**config.mk**
```make
export PLATFORM = sky130hd
export DESIGN_NAME = integer_to_ascii_formatter
export DESIGN_NICKNAME = d
export VERILOG_FILES = /design/src/sv/i2a_pkg.sv /design/src/sv/i2a_ctrl.sv /design/src/sv/i2a_dp.sv /design/src/sv/integer_to_ascii_formatter.sv
export SDC_FILE = /design/constraint.sdc
export NUM_CORES = 1
export LEC_CHECK = 0
export BUFFER_PORTS_ARGS = -buffer_cell sky130_fd_sc_hd__buf_4
export CAP_MARGIN = 10
export CELL_PAD_IN_SITES_DETAIL_PLACEMENT = 0
export CELL_PAD_IN_SITES_GLOBAL_PLACEMENT = 1
export CORE_AREA = 10 10 154 156
export CTS_CLUSTER_DIAMETER = 200
export DETAILED_ROUTE_END_ITERATION = 12
export DIE_AREA = 0 0 164 166
export PLACE_DENSITY_LB_ADDON = 0.12
export SKIP_CTS_REPAIR_TIMING = 1
export SYNTH_ARGS = -nofsm -noshare
export SYNTH_HDL_FRONTEND = slang
export SYNTH_SLANG_ARGS = --single-unit
export TNS_END_PERCENT = 100
```
**constraint.sdc**
```tcl
create_clock -name clk -period 12.6 [get_ports clk]
set_clock_uncertainty 0.05 [all_clocks]
set_input_delay 2.52 -clock clk [delete_from_list [all_inputs] [get_ports clk]]
set_output_delay 2.52 -clock clk [all_outputs]
set_load 0.01 [all_outputs]
```
**src/sv/i2a_pkg.sv**
```systemverilog
// Package for the integer to ASCII formatter.
// Holds the character constants, the controller/datapath word types and the digit encoder.
// No dependencies.
`timescale 1ns / 1ps

package i2a_pkg;

	localparam int WORD_W = 32;
	localparam int NUM_DIGITS = 10;
	localparam int BCD_W = NUM_DIGITS * 4;
	localparam int IDX_W = $clog2(NUM_DIGITS);
	localparam int CNT_W = $clog2(WORD_W);

	localparam logic CMD_DEC = 1'b0;
	localparam logic CMD_HEX = 1'b1;

	localparam logic [7:0] CHR_ZERO = 8'h30;
	localparam logic [7:0] CHR_ALPHA = 8'h41;
	localparam logic [7:0] CHR_MINUS = 8'h2D;

	typedef struct packed {
		logic load;
		logic shift;
		logic seek;
		logic emit_sign;
		logic emit_digit;
	} dp_cmd_t;

	typedef struct packed {
		logic neg;
		logic hex;
		logic idx_zero;
	} dp_stat_t;

	function automatic logic [7:0] digit_char(input logic [3:0] d);
		logic [7:0] c;
		if (d < 4'd10) begin
			c = CHR_ZERO + {4'b0, d};
		end else begin
			c = CHR_ALPHA + {4'b0, d} - 8'd10;
		end
		return c;
	endfunction

endpackage

```
**src/sv/i2a_ctrl.sv**
```systemverilog
// Controller of the integer to ASCII formatter.
// Sequences load, binary to BCD shifting, digit search and character emission.
// Depends on i2a_pkg.
`timescale 1ns / 1ps

module i2a_ctrl import i2a_pkg::*; (
	input  logic     clk,
	input  logic     arst_n,
	input  logic     start,
	input  dp_stat_t stat,
	output dp_cmd_t  ctl,
	output logic     busy
);

	typedef enum logic [4:0] {
		ST_IDLE  = 5'b00001,
		ST_CONV  = 5'b00010,
		ST_SEEK  = 5'b00100,
		ST_SIGN  = 5'b01000,
		ST_DIGIT = 5'b10000
	} state_t;

	state_t state_q, state_n;
	logic [CNT_W-1:0] cnt_q, cnt_n;

	always_comb begin
		state_n = state_q;
		cnt_n = cnt_q;
		ctl = '0;
		case (state_q)
			ST_IDLE: begin
				if (start) begin
					ctl.load = 1'b1;
					cnt_n = CNT_W'(WORD_W - 1);
					state_n = ST_CONV;
				end
			end
			ST_CONV: begin
				if (stat.hex) begin
					state_n = ST_SEEK;
				end else begin
					ctl.shift = 1'b1;
					if (cnt_q == '0) begin
						state_n = ST_SEEK;
					end else begin
						cnt_n = cnt_q - 1'b1;
					end
				end
			end
			ST_SEEK: begin
				ctl.seek = 1'b1;
				state_n = stat.neg ? ST_SIGN : ST_DIGIT;
			end
			ST_SIGN: begin
				ctl.emit_sign = 1'b1;
				state_n = ST_DIGIT;
			end
			ST_DIGIT: begin
				ctl.emit_digit = 1'b1;
				if (stat.idx_zero) begin
					state_n = ST_IDLE;
				end
			end
			default: begin
				state_n = ST_IDLE;
			end
		endcase
	end

	always_ff @(posedge clk or negedge arst_n) begin
		if (!arst_n) begin
			state_q <= ST_IDLE;
			cnt_q <= '0;
		end else begin
			state_q <= state_n;
			cnt_q <= cnt_n;
		end
	end

	assign busy = (state_q != ST_IDLE);

endmodule

```
**src/sv/i2a_dp.sv**
```systemverilog
// Datapath of the integer to ASCII formatter.
// Holds the magnitude and BCD registers, the digit pointer and the registered output word.
// Depends on i2a_pkg.
`timescale 1ns / 1ps

module i2a_dp import i2a_pkg::*; (
	input  logic              clk,
	input  logic              arst_n,
	input  dp_cmd_t           ctl,
	input  logic              cmd,
	input  logic [WORD_W-1:0] number,
	output dp_stat_t          stat,
	output logic [7:0]        char_code,
	output logic              last,
	output logic              strobe
);

	logic [WORD_W-1:0] mag_q;
	logic [BCD_W-1:0]  bcd_q;
	logic [BCD_W-1:0]  bcd_adj;
	logic [IDX_W-1:0]  idx_q;
	logic [IDX_W-1:0]  lead;
	logic [3:0]        nib;
	logic              neg_q;
	logic              hex_q;
	logic              strobe_q;
	logic [7:0]        char_q;
	logic              last_q;

	always_comb begin
		for (int i = 0; i < NUM_DIGITS; i++) begin
			if (bcd_q[i*4 +: 4] > 4'd4) begin
				bcd_adj[i*4 +: 4] = bcd_q[i*4 +: 4] + 4'd3;
			end else begin
				bcd_adj[i*4 +: 4] = bcd_q[i*4 +: 4];
			end
		end
	end

	always_comb begin
		lead = '0;
		for (int i = 0; i < NUM_DIGITS; i++) begin
			if (bcd_q[i*4 +: 4] != 4'd0) begin
				lead = IDX_W'(i);
			end
		end
	end

	assign nib = bcd_q[idx_q*4 +: 4];

	always_ff @(posedge clk) begin
		if (ctl.load) begin
			hex_q <= (cmd == CMD_HEX);
			if (cmd == CMD_HEX) begin
				neg_q <= 1'b0;
				mag_q <= number;
				bcd_q <= {{(BCD_W - WORD_W){1'b0}}, number};
			end else begin
				neg_q <= number[WORD_W-1];
				mag_q <= number[WORD_W-1] ? (~number + 1'b1) : number;
				bcd_q <= '0;
			end
		end else if (ctl.shift) begin
			bcd_q <= {bcd_adj[BCD_W-2:0], mag_q[WORD_W-1]};
			mag_q <= {mag_q[WORD_W-2:0], 1'b0};
		end
		if (ctl.seek) begin
			idx_q <= lead;
		end else if (ctl.emit_digit) begin
			idx_q <= idx_q - 1'b1;
		end
		if (ctl.emit_sign) begin
			char_q <= CHR_MINUS;
			last_q <= 1'b0;
		end else if (ctl.emit_digit) begin
			char_q <= digit_char(nib);
			last_q <= (idx_q == '0);
		end
	end

	always_ff @(posedge clk or negedge arst_n) begin
		if (!arst_n) begin
			strobe_q <= 1'b0;
		end else begin
			strobe_q <= ctl.emit_sign | ctl.emit_digit;
		end
	end

	assign stat.neg = neg_q;
	assign stat.hex = hex_q;
	assign stat.idx_zero = (idx_q == '0);
	assign char_code = char_q;
	assign last = last_q;
	assign strobe = strobe_q;

endmodule

```
**src/sv/integer_to_ascii_formatter.sv**
```systemverilog
// Top level of the integer to ASCII formatter.
// Joins the controller and the datapath; depends on i2a_pkg, i2a_ctrl and i2a_dp.
//
// Usage:
// An input word (cmd, number) is taken at a rising edge where start is high and
// busy is low. cmd low prints number as signed decimal, cmd high as upper-case hex.
// The characters leave most significant first, each on char_code for one cycle
// with strobe high; last marks the final character of the number. A negative
// decimal number begins with a minus sign, and zero prints as a single '0'.
// Decimal conversion shifts the word through a 10-digit BCD register, one bit a
// cycle, before the first character appears; hex skips the shifting. Characters
// then follow one per cycle. A word gives at most 11 characters, and busy stays
// high until the last character is issued.
// The receiver cannot stall and must take each character as it comes.
// Reset puts the block idle with strobe low; no state survives between words.
`timescale 1ns / 1ps

module integer_to_ascii_formatter import i2a_pkg::*; (
	input  logic              clk,
	input  logic              arst_n,
	input  logic              start,
	output logic              busy,
	input  logic              cmd,
	input  logic [WORD_W-1:0] number,
	output logic              strobe,
	output logic [7:0]        char_code,
	output logic              last
);

	dp_cmd_t  ctl;
	dp_stat_t stat;

	i2a_ctrl u_ctrl (
		.clk    (clk),
		.arst_n (arst_n),
		.start  (start),
		.stat   (stat),
		.ctl    (ctl),
		.busy   (busy)
	);

	i2a_dp u_dp (
		.clk       (clk),
		.arst_n    (arst_n),
		.ctl       (ctl),
		.cmd       (cmd),
		.number    (number),
		.stat      (stat),
		.char_code (char_code),
		.last      (last),
		.strobe    (strobe)
	);

endmodule

```
==> impl_results.md <==
* Vias in the first global route at 4671
* Total Wirelength at 15.2 mm
* Fin worst setup slack at 8.23 ns
* Setup TNS at 0 ns
* Chip Height at roughly 170 µm
* Part of the Yosys area used for sequential elements at 45.6%
* Worst r2r path cells at 6
* CTS Sinks at 97
* Flops & latches, synth at 97
* H-Tree Depth at 3
* Peak supply drop at about 0.067 mV
* Slew HR at 31.1%
* Pleak at 0.00262 µW
* Tightest Hold Check Type: flip-flop to flip-flop
* Top_reg_cell synth: edfxtp_1
* Mapped Area at roughly 6100 µm²
* RSZ-0062 raised after global routing: no
* Critical-path maximum fanout at 8
* Fraction of layout cells with a size suffix above 1 at 12.0%
* Dpl ws at between 7 and 8 ns
* Port-buffer cells at 45
* Row count at 53
* Post-DP HPWL at 10.9 mm
* Min cycle time layout at ~4.4 ns
* TritonRoute pass-1 iters at 5
* Power per cell area at 231 nW/µm²
* Die area at around 27000 µm²
* Critical path arrival at 4.39 ns
* DRC errors left at 0
* Via density at 4.83
* Vias at between 4000 and 5000
* Clock Latency Late Sink at 0.35 ns
* Critical path endpoint: u_dp.mag_q[27]$_DFFE_PP_
* First-pass GRT wire length at 25.0 mm
* CTS buffer count at 9
* Final Util at 33.5%
* Max Clock Freq at 229 MHz
* Layout Area Growth over Synthesis at 14.0%
* Overall die width at between 150 and 200 µm
* R2r setup slk at between 9 and 10 ns
* DR iter-0 viols at 303
* Ys async rst share at 11.3%
* Critical Path Source Type: input port
* Crit path kind: input port to flip-flop
* Antenna Nets Post-Route at 0
* Post-Syn Instances at 647
* Warnings, synthesis at 0
* Top Ports at 47
* Tcrit/Tclk final at 34.6%
* FF-to-FF Start: u_ctrl.state_q[3]$_DFFE_PN0P_
* Netlist cell types at 60
* CTS tree: built
* Ant diodes at 0
* Clock buffer depth at 2
* Root buffer cell: clkbuf_16
* GR Util met1 at 15.5%
* Largest net degree at the start of global routing at 79
* Critical Path RT at 12.62 ns
* Grt met3 use at 2.78%
* GRT Max-Usage Layer: met2
* Final hold vios at 0
* Type of element capturing the critical path: flip-flop
* Per-cell routed wire length at between 15 and 20 µm
* Initial antenna violation count at 0
* Worst hold slack at 0.414 ns
* Avg Inst Size Synth at about 9.4 µm²
* GRT overflow at 0
* Setup Viol. Count Final at 0
* Max Cap Viol at 0
* Nets at 738
* Total Power at ~1600 µW
* CTS clk-pin slew, worst paths at 0.07 ns
* Max-slew violation count at 0
* CORE AREA at ~21000 µm²
* Setup crit start: number[0]
* GPL Wtd Cong at 0.763
* Worst R2R End: u_dp.bcd_q[31]$_DFFE_PP_
* Status: finished clean
* Slew @ Worst Pin at 1.03 ns
* Met2 usage at ~18%
* Syn_nets at approximately 700
* Post-synth EDFFs at 78
* Initial core utilization at 29.4%
* Overall fraction of global-route tracks in use at 11.4%
## cells in the final DEF (no fill, tap or decap), drive strengths merged, types with 5 or more instances in the layout
cell    count
a21oi      61
dfxtp       8
nand2      54
nand2b      7
inv        44
nor4        6
xor2       15
a31oi       6
buf        48
xnor2      36
nand3      32
mux2i      13
ha         25
mux4        5
edfxtp     78
dfrtp      10
clkbuf     11
nor2       63
o41ai       6
nor3       18
o21ai      85
## where the power goes
part	internal (µW)	switching, µW
Clock	154	125
Sequential	568	108
Combinational	259	391
Total	981	623
## worst min path at each step
stage               slack (ns)                      startpoint                        endpoint  cells after the start
global route              0.46  u_dp.char_code[2]$_SDFFE_PN1P_  u_dp.char_code[2]$_SDFFE_PN1P_                      2
finish                    0.41          u_dp.last$_SDFFE_PN0P_          u_dp.last$_SDFFE_PN0P_                      2
floorplan                 0.38        u_dp.neg_q$_SDFFCE_PP0P_   u_ctrl.state_q[4]$_DFFE_PN0P_                      1
global placement          0.40          u_dp.last$_SDFFE_PN0P_          u_dp.last$_SDFFE_PN0P_                      2
detailed placement        0.40          u_dp.last$_SDFFE_PN0P_          u_dp.last$_SDFFE_PN0P_                      2
CTS                       0.41          u_dp.last$_SDFFE_PN0P_          u_dp.last$_SDFFE_PN0P_                      2
## worst max-delay path: stages
cell,delay [ns]
buf_4,0.12
nor3_1,0.51
and4_1,0.49
nand2_1,0.17
o41ai_1,0.33
xor2_1,0.17
o21ai_0,0.08
## cell families after synthesis
logic type | synth area share, %
muxes | 4.05
AOI/OAI and AO/OA | 16.5
and+or+nand+nor | 16.0
other | 0.0616
DFF | 45.6
buffers and inverters | 5.26
adders and majority gates | 5.14
xor gates and xnor gates | 7.34
## registers in the layout, summed over array words and instances (netlist names)
register and cells:
u_dp.idx_q 4, u_dp.hex_q 1, u_dp.char_code 7, u_dp.neg_q 1, u_ctrl.cnt_q 5, u_ctrl.state_q 5, u_dp.mag_q 32, u_dp.bcd_q 40
u_dp.last 1, u_dp.strobe 1
## per-stage QoR
| stage | instance area, µm² | std cells |
|---|---|---|
| 6_report | 6940 | 957 |
| 5_1_grt | 6940 | 957 |
| 4_1_cts | 6940 | 957 |
| 3_5_place_dp | 6650 | 941 |
| 3_3_place_gp | 6650 | 941 |
| 2_1_floorplan | 6090 | 647 |
## Yosys cell counts (3+ instances only)
| cell type | instances | area [µm²] |
|---|---|---|
| nand2_1 | 54 | 203 |
| a31oi_1 | 6 | 37.5 |
| nand3_1 | 32 | 160 |
| clkbuf_1 | 20 | 75.1 |
| ha_1 | 25 | 313 |
| xor2_1 | 15 | 131 |
| edfxtp_1 | 78 | 2340 |
| a21oi_1 | 61 | 305 |
| a211oi_1 | 3 | 22.5 |
| dfxtp_1 | 8 | 160 |
| mux2i_1 | 13 | 130 |
| inv_1 | 43 | 161 |
| or3_1 | 3 | 18.8 |
| nor3b_1 | 4 | 30.0 |
| nor4_1 | 5 | 31.3 |
| nand2b_1 | 7 | 43.8 |
| o41ai_1 | 6 | 52.6 |
| nor3_1 | 17 | 85.1 |
| xnor2_1 | 36 | 315 |
| o21ai_0 | 82 | 410 |
| mux4_2 | 4 | 90.1 |
| dfrtp_1 | 10 | 250 |
| and3_1 | 4 | 25.0 |
| a31o_2 | 3 | 26.3 |
| nor2_1 | 63 | 236 |
| buf_2 | 3 | 15.0 |
## routing by layer
metal	vias to the layer above	routed length [µm]
li1	2374	-
met1	2180	7750
met2	54	6750
met3	12	525
met4	0	173
met5	-	0
## area by class of cell
class,count,area [µm²]
timing repair buffer,48,360
fill,2165,13700
clock inverter,5,56.3
multi-input combinational,477,3000
sequential,97,2780
clock buffer,11,233
tap,275,344
inverter,44,165
No activity file was read; power rests on OpenSTA's default activity.
